`src/hdl/gzhp_pkg.sv`:
```
`default_nettype none
package gzhp_pkg;

  // Parser position within a gzip member header
  typedef enum logic [3:0] {
    PH_MAGIC0  = 4'd0,
    PH_MAGIC1  = 4'd1,
    PH_METHOD  = 4'd2,
    PH_FLAGS   = 4'd3,
    PH_FIXED   = 4'd4,
    PH_XLEN_LO = 4'd5,
    PH_XLEN_HI = 4'd6,
    PH_XDATA   = 4'd7,
    PH_NAME    = 4'd8,
    PH_COMMENT = 4'd9,
    PH_HCRC    = 4'd10,
    PH_PAYLOAD = 4'd11
  } phase_e;

  // Header status codes (error codes share the same encoding)
  localparam logic [2:0] ST_BUSY   = 3'd0;
  localparam logic [2:0] ST_DONE   = 3'd1;
  localparam logic [2:0] ST_MAGIC  = 3'd2;
  localparam logic [2:0] ST_METHOD = 3'd3;
  localparam logic [2:0] ST_TRUNC  = 3'd4;

  localparam logic [7:0] MAGIC_A     = 8'h1f;
  localparam logic [7:0] MAGIC_B     = 8'h8b;
  localparam logic [7:0] MAGIC_B_OLD = 8'h9e;
  localparam logic [7:0] METHOD_DEFL = 8'd8;

  localparam logic [15:0] FIXED_LEN = 16'd6;
  localparam logic [15:0] CRC_LEN   = 16'd2;

  // Flag byte bit positions
  localparam int unsigned FL_HCRC_BIT    = 1;
  localparam int unsigned FL_EXTRA_BIT   = 2;
  localparam int unsigned FL_NAME_BIT    = 3;
  localparam int unsigned FL_COMMENT_BIT = 4;

  // One result transaction
  typedef struct packed {
    logic [7:0] payload_byte;
    logic       payload_valid;
    logic [2:0] header_status;
    logic [7:0] header_flags;
  } res_t;

  // Outcome of moving to the next enabled optional part
  typedef struct packed {
    phase_e      phase;
    logic [15:0] skip;
    logic        done;
  } part_t;

endpackage
`default_nettype wire

```
`src/hdl/gzip_header_parser.sv`:
```
// gzip member header parser, one byte per transaction.
//
// Input channel (in_valid_i / in_ready_o) carries data_byte_i, stream_end_i
// and restart_i. Output channel (out_valid_o / out_ready_i) returns one
// result per input byte: payload_byte_o / payload_valid_o for bytes after
// the header, header_status_o (busy, done, bad magic, bad method,
// truncated) and header_flags_o (captured flag byte).
//
// Each result is registered in the output or skid register. Throughput: one
// byte per cycle unless the skid register is full; the whole parser step is
// a single pass of logic from the state registers to the output register.
// When the receiver stalls, one further result is held in a skid register
// and in_ready_o drops only while that skid register is occupied.
//
// Reset puts the parser at the first magic byte with flags and error
// cleared and both result registers empty. restart_i on a byte resets the
// parser state just before that byte is parsed. Errors stick until restart.
`default_nettype none
module gzip_header_parser (
  input  wire logic       clk_i,
  input  wire logic       rst_ni,
  input  wire logic       in_valid_i,
  output logic            in_ready_o,
  input  wire logic [7:0] data_byte_i,
  input  wire logic       stream_end_i,
  input  wire logic       restart_i,
  output logic            out_valid_o,
  input  wire logic       out_ready_i,
  output logic [7:0]      payload_byte_o,
  output logic            payload_valid_o,
  output logic [2:0]      header_status_o,
  output logic [7:0]      header_flags_o
);
  import gzhp_pkg::*;

  // Parser state
  phase_e      phase_q, phase_d;
  logic [7:0]  flag_q, flag_d;
  logic [15:0] skip_q, skip_d;
  logic [2:0]  err_q, err_d;

  // Output register and skid register
  res_t out_q, skid_q, res_d;
  logic out_vq, skid_vq;

  logic        in_fire;
  phase_e      cur_phase;
  logic [7:0]  cur_flags;
  logic [15:0] cur_skip;
  logic [15:0] skip_dec;
  logic [2:0]  cur_err;
  logic        done;
  logic        pl_valid;
  part_t       part;

  assign in_ready_o = !skid_vq;
  assign in_fire    = in_valid_i && in_ready_o;

  // First enabled optional part at or after a stage
  function automatic part_t enter_part(phase_e stage, logic [7:0] fl, logic [15:0] skip);
    part_t p;
    p.phase = PH_PAYLOAD;
    p.skip  = '0;
    p.done  = 1'b1;
    if (stage <= PH_XLEN_LO && fl[FL_EXTRA_BIT]) begin
      p.phase = PH_XLEN_LO;
      p.skip  = skip;
      p.done  = 1'b0;
    end else if (stage <= PH_NAME && fl[FL_NAME_BIT]) begin
      p.phase = PH_NAME;
      p.skip  = skip;
      p.done  = 1'b0;
    end else if (stage <= PH_COMMENT && fl[FL_COMMENT_BIT]) begin
      p.phase = PH_COMMENT;
      p.skip  = skip;
      p.done  = 1'b0;
    end else if (stage <= PH_HCRC && fl[FL_HCRC_BIT]) begin
      p.phase = PH_HCRC;
      p.skip  = CRC_LEN;
      p.done  = 1'b0;
    end
    return p;
  endfunction

  // One parser step for the byte at the input
  always_comb begin
    cur_phase = restart_i ? PH_MAGIC0 : phase_q;
    cur_flags = restart_i ? 8'd0 : flag_q;
    cur_skip  = restart_i ? 16'd0 : skip_q;
    cur_err   = restart_i ? ST_BUSY : err_q;
    skip_dec  = cur_skip - 16'd1;

    phase_d  = cur_phase;
    flag_d   = cur_flags;
    skip_d   = cur_skip;
    err_d    = cur_err;
    done     = 1'b0;
    pl_valid = 1'b0;
    part     = '{phase: PH_PAYLOAD, skip: 16'd0, done: 1'b0};

    if (cur_err == ST_BUSY) begin
      unique case (cur_phase)
        PH_MAGIC0: begin
          if (data_byte_i != MAGIC_A) err_d = ST_MAGIC;
          else phase_d = PH_MAGIC1;
        end
        PH_MAGIC1: begin
          if (data_byte_i != MAGIC_B && data_byte_i != MAGIC_B_OLD) err_d = ST_MAGIC;
          else phase_d = PH_METHOD;
        end
        PH_METHOD: begin
          if (data_byte_i != METHOD_DEFL) err_d = ST_METHOD;
          else phase_d = PH_FLAGS;
        end
        PH_FLAGS: begin
          flag_d  = data_byte_i;
          skip_d  = FIXED_LEN;
          phase_d = PH_FIXED;
        end
        PH_FIXED: begin
          skip_d = skip_dec;
          if (skip_dec == 16'd0) begin
            part    = enter_part(PH_XLEN_LO, cur_flags, skip_dec);
            phase_d = part.phase;
            skip_d  = part.skip;
            done    = part.done;
          end
        end
        PH_XLEN_LO: begin
          skip_d  = {8'd0, data_byte_i};
          phase_d = PH_XLEN_HI;
        end
        PH_XLEN_HI: begin
          skip_d = {data_byte_i, cur_skip[7:0]};
          if (skip_d == 16'd0) begin
            part    = enter_part(PH_NAME, cur_flags, skip_d);
            phase_d = part.phase;
            skip_d  = part.skip;
            done    = part.done;
          end else begin
            phase_d = PH_XDATA;
          end
        end
        PH_XDATA: begin
          skip_d = skip_dec;
          if (skip_dec == 16'd0) begin
            part    = enter_part(PH_NAME, cur_flags, skip_dec);
            phase_d = part.phase;
            skip_d  = part.skip;
            done    = part.done;
          end
        end
        PH_NAME: begin
          if (data_byte_i == 8'd0) begin
            part    = enter_part(PH_COMMENT, cur_flags, cur_skip);
            phase_d = part.phase;
            skip_d  = part.skip;
            done    = part.done;
          end
        end
        PH_COMMENT: begin
          if (data_byte_i == 8'd0) begin
            part    = enter_part(PH_HCRC, cur_flags, cur_skip);
            phase_d = part.phase;
            skip_d  = part.skip;
            done    = part.done;
          end
        end
        PH_HCRC: begin
          skip_d = skip_dec;
          if (skip_dec == 16'd0) begin
            part    = enter_part(PH_PAYLOAD, cur_flags, skip_dec);
            phase_d = part.phase;
            skip_d  = part.skip;
            done    = part.done;
          end
        end
        PH_PAYLOAD: pl_valid = 1'b1;
        default: ;
      endcase
      // stream ran out before the header finished
      if (err_d == ST_BUSY && !done && phase_d != PH_PAYLOAD && stream_end_i) begin
        err_d = ST_TRUNC;
      end
    end

    res_d.payload_byte  = pl_valid ? data_byte_i : 8'd0;
    res_d.payload_valid = pl_valid;
    if (err_d != ST_BUSY) res_d.header_status = err_d;
    else if (done)        res_d.header_status = ST_DONE;
    else                  res_d.header_status = ST_BUSY;
    res_d.header_flags  = flag_d;
  end

  // Parser state registers, advanced once per accepted byte
  always_ff @(posedge clk_i or negedge rst_ni) begin
    if (!rst_ni) begin
      phase_q <= PH_MAGIC0;
      flag_q  <= '0;
      skip_q  <= '0;
      err_q   <= ST_BUSY;
    end else if (in_fire) begin
      phase_q <= phase_d;
      flag_q  <= flag_d;
      skip_q  <= skip_d;
      err_q   <= err_d;
    end
  end

  // Output register with skid stage
  always_ff @(posedge clk_i or negedge rst_ni) begin
    if (!rst_ni) begin
      out_vq  <= 1'b0;
      skid_vq <= 1'b0;
    end else if (!out_vq || out_ready_i) begin
      if (skid_vq) begin
        out_vq  <= 1'b1;
        skid_vq <= 1'b0;
      end else begin
        out_vq <= in_fire;
      end
    end else if (in_fire) begin
      skid_vq <= 1'b1;
    end
  end

  always_ff @(posedge clk_i) begin
    if (!out_vq || out_ready_i) begin
      if (skid_vq) out_q <= skid_q;
      else if (in_fire) out_q <= res_d;
    end else if (in_fire) begin
      skid_q <= res_d;
    end
  end

  assign out_valid_o     = out_vq;
  assign payload_byte_o  = out_q.payload_byte;
  assign payload_valid_o = out_q.payload_valid;
  assign header_status_o = out_q.header_status;
  assign header_flags_o  = out_q.header_flags;

  // The skid register only fills behind a held output
  a_skid_behind_out: assert property (@(posedge clk_i) disable iff (!rst_ni)
    skid_vq |-> out_vq)
    else $error("skid register full while output register empty");

  // Payload never goes out together with a header status
  a_payload_status: assert property (@(posedge clk_i) disable iff (!rst_ni)
    (out_valid_o && payload_valid_o) |-> (header_status_o == ST_BUSY))
    else $error("payload byte reported with nonzero status");

  // Non-payload results carry a zero byte
  a_payload_zero: assert property (@(posedge clk_i) disable iff (!rst_ni)
    (out_valid_o && !payload_valid_o) |-> (payload_byte_o == 8'd0))
    else $error("nonzero payload byte without payload_valid");

  // Errors are sticky until a restart
  a_err_sticky: assert property (@(posedge clk_i) disable iff (!rst_ni)
    (in_fire && !restart_i && err_q != ST_BUSY) |=> $stable(err_q))
    else $error("error code changed without restart");

endmodule
`default_nettype wire

```
`config.mk`:
```
export PLATFORM = sky130hd
export DESIGN_NAME = gzip_header_parser
export DESIGN_NICKNAME = d
export VERILOG_FILES = /design/src/hdl/gzhp_pkg.sv /design/src/hdl/gzip_header_parser.sv
export SDC_FILE = /design/constraint.sdc
export NUM_CORES = 1
export LEC_CHECK = 0
export BUFFER_PORTS_ARGS = -buffer_cell sky130_fd_sc_hd__buf_2
export CAP_MARGIN = 20
export CORE_ASPECT_RATIO = 0.9
export CORE_MARGIN = 2
export CORE_UTILIZATION = 65
export DETAILED_ROUTE_END_ITERATION = 7
export GPL_ROUTABILITY_DRIVEN = 0
export GPL_TIMING_DRIVEN = 1
export PLACE_DENSITY_LB_ADDON = 0.1
export SLEW_MARGIN = 20
export SYNTH_ARGS = -nofsm -noshare
export SYNTH_HDL_FRONTEND = slang
export SYNTH_SLANG_ARGS = --single-unit
```
`constraint.sdc`:
```
create_clock -name clk_i -period 5.65 [get_ports clk_i]
set_clock_uncertainty 0.2 [all_clocks]
set_input_delay 1.4125 -clock clk_i [delete_from_list [all_inputs] [get_ports clk_i]]
set_output_delay 1.4125 -clock clk_i [all_outputs]
set_load 0.005 [all_outputs]
```
==> Yosys cells after proc, flatten, opt, wreduce, memory -nomap -nowiden <==
Cells that the tools add are included.
{ "totals": {"reg_bits": 73, "inputBits": 14, "output_inout_bits": 22} }
{ "classes": {"addsub": 1, "n_eq_ne": 16, "mux": 59, "bitwise": 1, "reduce_logical": 20} }
{ "ops": {"columns": ["op", "count"], "rows": [
  ["$mux W16", 8],
  ["$pmux W16 S8", 1],
  ["$mux W21", 6],
  ["$mux W4", 12],
  ["$pmux W4 S11", 1],
  ["$mux W20", 2],
  ["$logic_not A16 Y1", 2],
  ["$mux W8", 4],
  ["$mux W3", 8],
  ["$mux W18", 1],
  ["$eq A4 B3 Y1 const B", 4],
  ["$eq A4 B4 Y1 const B", 4],
  ["$ne A8 B8 Y1 const B", 2],
  ["$sub A16 B1 Y16 const B", 1],
  ["$mux W1", 14],
  ["$pmux W3 S3", 1],
  ["$eq A4 B2 Y1 const B", 2],
  ["$logic_not A8 Y1", 1],
  ["$ne A8 B4 Y1 const B", 1],
  ["$ne A8 B5 Y1 const B", 1],
  ["$logic_not A3 Y1", 2],
  ["$pmux W1 S6", 1],
  ["$logic_and A1 B1 Y1", 5],
  ["$eq A4 B1 Y1 const B", 1],
  ["other kinds (8)", 12]
]} }

==> Longest topological paths before layout <==
Gate-level depths: netlist (run 1).
{ "logic_depth": {"ltp_word": 18, "depth_mapped": 16, "depth_no_buf": 11} }

==> Worst setup path before layout (run 1) <==
Ideal clock, no wire load.
{ "synth_timing": {"path_kind": "input to register", "start": "input restart_i", "end": "register skid_q[10] (netlist bit) (data pin)", "setup_time_ns": 0.268, "arrival_ns": 5.180, "t_required_ns": 5.182, "setup_slack_ns": 0.003, "cell_stages": 16, "cell_sequence": "clkbuf_1 -> clkbuf_1 -> clkbuf_1 -> buf_1 -> nor2b_1 -> inv_1 -> ha_1 -> clkbuf_1 -> or3b_2 -> or4b_4 -> a21oi_4 -> nand3_2 -> o31a_1 -> o21a_1 -> o31ai_2 -> o21ai_1"} }
{ "synth_rtl": {"columns": ["item", "line", "text"], "rows": [
  ["start: declaration", "gzip_header_parser.sv:26", "input wire logic restart_i,"],
  ["end signal: assignment", "gzip_header_parser.sv:232", "skid_q <= res_d;"],
  ["end: declaration", "gzip_header_parser.sv:43", "res_t out_q, skid_q, res_d;"]
]} }

==> summary.txt, run 1 <==
Status = completed
Req. time, crit path = 5.55 ns
Largest net degree at the start of global routing = 37
Layout area overhead = 8.828%
First drt pass iteration count = 6
Setup WS pre-CTS = 0.6865 ns
Top Ports = 36
Sw frac = 42.90%
Clock network power share = 21.1%
CTS buffer count = 9
Post-synthesis cell type count = 78
First-pass GRT wire length = 22.03 mm
Final Critical Period = 4.681 ns
Syn Area/Cell = 9.076 um^2
Max-cap violation count = 0
Post-CTS Setup Inserts = 0
Cts repair resizes = 0
Final Net Count = 555
Worst-case reg-to-reg path depth = 11
TritonCTS clock tree = yes
Reg clk slew, reported paths = 0.08 ns
DIE WIDTH = 93.82 um
Layout cell share with drive strength beyond 1 = 17.46%
Uppermost layer routed = met4
CP arrival = 4.58 ns
Die height = 84.84 um
Mapped Nets = 536
Post-Syn Instances = 520
Combinational share of power = 42.7%
Post-detailed-route count of antenna-violating nets = 0
Clock Tree Root = clkbuf_8
CP endpoint kind = flip-flop
DRC viols = 0
Worst IR Drop VDD = 240.6 uV
Tightest Hold Check Type = reg2reg
Met3 routed wirelength = 1.789 mm
Final HPWL DP = 9.317 mm
Synth Register Bits = 73
Net Sw Power = 0.9429 mW
Via count = 4513
Synth warnings = 0
Fmax = 213.6 MHz
Die area = 0.007959 mm^2
Wire per inst = 21.63 um
Async set-or-reset flop fraction in the synthesized netlist = 45.21%
Final Hold Fails = 0
Critical path class = in2reg
Most frequent cells in the layout = nand2_1, nor2_1, edfxtp_1, buf_2
Antenna diodes = 0
Final setup viols = 0
Vias in the first global route = 4196
RSZ-0062 raised after global routing = no
Clk_lat worst skew = 0.36 ns
Rows = 29
Most common cell after layout, fill and taps aside = nand2_1
CTS max path bufs = 2
Clk sinks = 73
Pleak = 2.039 nW
Critical path startpoint category = input port
P per Cell Area = 428.0 mW/mm^2
Worst Hold Path Cells = 2
Power share of the sequential group = 36.2%
Relative slew margins = 34.96%
Final WS setup = 0.9691 ns
Iter 0 DRT Violations = 548
GR Util All Layers = 36.08%
Initial core utilization = 67.05%
Post-synth EDFFs = 40
H-tree depth = 3
Top FF cell, synth = edfxtp_1
Internal Power = 1.255 mW
Tightest Pin Transition = 0.9756 ns
Post-synth top area cell = edfxtp_1
Synth top area share = 25.45%
CTS Hold Buffers Added = 0
Setup_tns = 0 ns
Routed WL = 13.78 mm
Largest cells by area after synthesis = edfxtp_1, dfrtp_1, nand2_1, mux2_2, a21oi_1
M1 WL = 5.313 mm
Pins Over Slew Limit = 0
Fillers = 524
Largest driver fanout on the critical path = 12
Initial antenna violation count = 0
Post-synthesis sequential area ratio = 42.95%
Core footprint = 0.007039 mm^2
Total grt overflow = 0
Via/cell ratio = 7.085
Final period util = 82.85%
Mapped Area = 0.004720 mm^2
Routed met2 length = 6.019 mm
IO buf count = 35
==> registers in the layout (all words and copies together) (netlist names) <==
signal           flops
skid_q              20
skip_q              16
flag_q               8
header_flags_o       8
payload_byte_o       8
phase_q              4
err_q                3
header_status_o      3
out_valid_o          1
payload_valid_o      1
skid_vq              1
==> path summary, 6_finish.rpt <==
| path | start | to | slack (ns) |
|---|---|---|---|
| setup / recovery | restart_i | skid_q[10]$_DFFE_PP_ | 0.97 |
| hold / removal | flag_q[7]$_DFFE_PN0P_ | flag_q[7]$_DFFE_PN0P_ | 0.28 |
| setup reg to reg | skip_q[0]$_DFFE_PN0P_ | skid_q[10]$_DFFE_PP_ | 1.80 |
| hold reg to reg | flag_q[7]$_DFFE_PN0P_ | flag_q[7]$_DFFE_PN0P_ | 0.28 |
| max in group asynchronous | rst_ni | skip_q[3]$_DFFE_PN0P_ | 3.82 |
| min in group asynchronous | rst_ni | skip_q[10]$_DFFE_PN0P_ | 0.92 |
==> cell families (layout without fill, tap and decap cells) <==
family	after synthesis	in the layout	synth area share (%)
AND/OR/NAND/NOR	226	226	24.44
AO/OA/AOI/OAI	147	147	21.77
buffers and inverters	42	66	3.552
XOR/XNOR	6	6	1.113
multiplexers	24	24	5.647
adder cells (fa/ha/maj)	2	2	0.5301
flip-flops	73	73	42.95
==> Yosys cell counts (all sizes together) (10+ instances only) <==
| library cell | instances |
|---|---|
| dfrtp | 33 |
| nand2 | 75 |
| nor2 | 45 |
| nor4 | 11 |
| mux2 | 21 |
| o21ai | 37 |
| a21oi | 34 |
| nor2b | 17 |
| nor3 | 16 |
| clkbuf | 27 |
| nand3 | 10 |
| edfxtp | 40 |
==> through the flow <==
| step | instance area (um^2) | hold slack (ns) | power (mW) | util (%) | std cells |
|---|---|---|---|---|---|
| 2_1_floorplan | 4720 | 0.2462 | 1.462 | - | 520 |
| 3_3_place_gp | 4918 | 0.2574 | 1.669 | 69.87 | 621 |
| 3_5_place_dp | 4918 | 0.2647 | 1.688 | 69.87 | 621 |
| 4_1_cts | 5136 | 0.2846 | 2.156 | 72.96 | 637 |
| 5_1_grt | 5136 | 0.3111 | 2.301 | 72.96 | 637 |
| 6_report | 5136 | 0.2839 | 2.198 | 72.96 | 637 |
==> worst max-delay path, cell delays in order <==
cell      delay (ns)
buf_2           0.24
inv_1           0.10
nand2_1         0.11
ha_1            0.33
or3b_2          0.52
or4b_4          0.53
a211oi_1        0.25
nand4_1         0.14
nor2_2          0.35
mux2i_1         0.16
o31ai_2         0.31
o21ai_1         0.12
==> area by class of cell <==
class                      instances  area (um^2)  area share, %
clock buffer                      10        127.6          2.485
clock inverter                     6        90.09          1.754
inverter                          10        37.54         0.7308
multi-input combinational        405         2525          49.16
sequential                        73         2027          39.46
tap                               93        116.4          2.266
timing repair buffer              40        212.7          4.141
==> layer usage <==
metal  track usage (%)  vias to the layer above
met2             52.99                      379
met3             10.66                       75
met5                 0                        -
li1                  -                     1972
met1             49.58                     2087
met4             17.00                        0
==> power groups by stage <==
stage | clock network (mW) | logic (mW) | registers (mW)
final | 0.463 | 0.939 | 0.796
after global routing | 0.483 | 1.02 | 0.803
after CTS | 0.467 | 0.904 | 0.785
after detailed placement | 0 | 0.893 | 0.794
after global placement | 0 | 0.879 | 0.791
after floorplan | 0 | 0.745 | 0.717
No activity file was read; power rests on OpenSTA's default activity.
==> inputs of run 2 (changes only) <==
Settings changed: CORE_UTILIZATION 65 to 61.
Clock period 5.65 ns to 4.59 ns, I/O delays scaled along.
==> summary.txt, run 2 (synthesis results as in run 1) <==
Status = completed (unchanged)
Final Hold Fails = 0 (unchanged)
Sw frac = 42.23% (was 42.90%)
Final period util = 90.24%
CP max-delay cell = a31oi_1 (was or4b_4)
Final setup viols = 0 (unchanged)
DIE WIDTH = 96.72 um (was 93.82 um)
Critical path startpoint category = input port (unchanged)
Slowest Stage Delay on Critical Path = 0.50 ns (was 0.53 ns)
Clk sinks = 73 (unchanged)
Initial core utilization = 62.87% (was 67.05%)
Reg clk slew, reported paths = 0.07 ns (was 0.08 ns)
Req. time, crit path = 4.46 ns (was 5.55 ns)
Pleak = 2.079 nW (was 2.039 nW)
Layout cell share with drive strength beyond 1 = 19.02% (was 17.46%)
Wire per inst = 20.86 um (was 21.63 um)
Net Sw Power = 1.137 mW (was 0.9429 mW)
Setup_tns = 0 ns (unchanged)
Die area = 0.008457 mm^2 (was 0.007959 mm^2)
IO buf count = 35 (unchanged)
Clock network power share = 20.8% (was 21.1%)
Iter 0 DRT Violations = 389 (was 548)
Post-detailed-route count of antenna-violating nets = 0 (unchanged)
Final Critical Period = 4.142 ns
Worst IR Drop VDD = 297.8 uV (was 240.6 uV)
Critical path, cell by cell = buf_2 > nor2b_1 > inv_1 > ha_1 > buf_4 > nand2b_1 > o31ai_1 > a31oi_1 > nand4_4 > nor3_1 > o32ai_2 > o31ai_2 > o21ai_1 (was buf_2 > inv_1 > nand2_1 > ha_1 > or3b_2 > or4b_4 > a211oi_1 > nand4_1 > nor2_2 > mux2i_1 > o31ai_2 > o21ai_1)
Rows = 30 (was 29)
Largest driver fanout on the critical path = 8 (was 12)
Clock Tree Root = clkbuf_8 (unchanged)
P per Cell Area = 517.2 mW/mm^2 (was 428.0 mW/mm^2)
Top Ports = 36 (unchanged)
Final Core Density = 69.33% (was 72.96%)
Initial antenna violation count = 0 (unchanged)
H-tree depth = 3 (unchanged)
Core footprint = 0.007507 mm^2 (was 0.007039 mm^2)
Number of flip-flops in the largest register = 20 (unchanged)
Pins Over Slew Limit = 0 (unchanged)
Layout area overhead = 10.29% (was 8.828%)
CTS max path bufs = 2 (unchanged)
Cts repair resizes = 0 (unchanged)
GR Util All Layers = 32.01% (was 36.08%)
Max-cap violation count = 0 (unchanged)
Largest regs = skid_q x20, skip_q x16 (unchanged)
Tightest Hold Check Type = reg2reg (unchanged)
TritonCTS clock tree = yes (unchanged)
Antenna diodes = 0 (unchanged)
Final Cell Area = 0.005205 mm^2 (was 0.005136 mm^2)
Fillers = 603 (was 524)
First drt pass iteration count = 7 (was 6)
Vias in the first global route = 4110 (was 4196)
First-pass GRT wire length = 21.33 mm (was 22.03 mm)
CTS Hold Buffers Added = 0 (unchanged)
Relative slew margins = 38.34% (was 34.96%)
RSZ-0062 raised after global routing = no (unchanged)
Most flops, register = skid_q (unchanged)
Internal Power = 1.555 mW (was 1.255 mW)
CP arrival = 4.02 ns (was 4.58 ns)
Most frequent cells in the layout = nand2_1, nor2_1, edfxtp_1, buf_2 (unchanged)
DP Area = 0.004987 mm^2 (was 0.004918 mm^2)
Die height = 87.45 um (was 84.84 um)
Post-CTS Setup Inserts = 0 (unchanged)
Fmax = 241.4 MHz
CP endpoint kind = flip-flop (unchanged)
Most common cell after layout, fill and taps aside = nand2_1 (unchanged)
Critical path class = in2reg (unchanged)
Combinational share of power = 42.9% (was 42.7%)
Total grt overflow = 0 (unchanged)
Routed WL = 13.52 mm (was 13.78 mm)
Clk_lat worst skew = 0.35 ns (was 0.36 ns)
FF-to-FF setup slack = 0.83 ns (was 1.80 ns)
CTS buffer count = 9 (unchanged)
DRC viols = 0 (unchanged)
Via/cell ratio = 6.761 (was 7.085)
Via count = 4381 (was 4513)
Final Net Count = 563 (was 555)
Power share of the sequential group = 36.3% (was 36.2%)
Final HPWL DP = 9.388 mm (was 9.317 mm)
Largest net degree at the start of global routing = 34 (was 37)
Tightest Pin Transition = 0.9248 ns (was 0.9756 ns)
## run 2: per-stage QoR
stage,total power [mW],instances,hold slack (ns),setup slack (ns)
detailed placement,2.098,632,0.2637,0.2043
global placement,2.066,632,0.2581,0.4051
finish,2.692,648,0.2820,0.4482
global route,2.843,648,0.3083,0.3198
floorplan,1.814,520,0.2462,0.001369
CTS,2.659,648,0.2817,0.5693
## run 2: cell type report
type	count	area (um^2)	share of cell area [%]
sequential	73	2027	38.94
clock inverter	6	90.09	1.731
multi-input combinational	405	2530	48.61
tap	96	120.1	2.308
inverter	10	37.54	0.7212
clock buffer	10	127.6	2.452
timing repair buffer	48	272.8	5.240
## run 2: metal layers
layer  track usage [%]  part of all wire [%]  vias up
met4             14.85                   2.8        0
met2             49.24                    46      321
met3             7.464                    12       50
li1                  -                     -     1980
met1             43.45                    40     2030
met5                 0                     0        -
## run 2: critical path: cells and delay by family
family,cells,cell delay [ns]
AO/OA/AOI/OAI,5,1.27
AND/OR/NAND/NOR,4,1.01
buffers and inverters,3,0.38
adder cells (fa/ha/maj),1,0.20
## run 2: path summary, 6_finish.rpt
check                                      startpoint                     end  depth (start not counted)
worst max-delay path                        restart_i    skid_q[10]$_DFFE_PP_                         13
worst min-delay path            flag_q[0]$_DFFE_PN0P_   flag_q[0]$_DFFE_PN0P_                          2
worst max register to register  skip_q[2]$_DFFE_PN0P_    skid_q[10]$_DFFE_PP_                          8
worst min register to register  flag_q[0]$_DFFE_PN0P_   flag_q[0]$_DFFE_PN0P_                          2
max in group asynchronous                      rst_ni   flag_q[0]$_DFFE_PN0P_                          1
min in group asynchronous                      rst_ni  phase_q[2]$_DFFE_PN0P_                          1
## run 2: power by group through the flow
stage               Sequential, mW  Clock (mW)  Combinational [mW]
floorplan                    0.883           0               0.931
global placement             0.974           0                1.09
detailed placement           0.977           0                1.12
CTS                          0.964       0.571                1.12
global route                 0.990       0.600                1.25
finish                       0.976       0.560                1.16
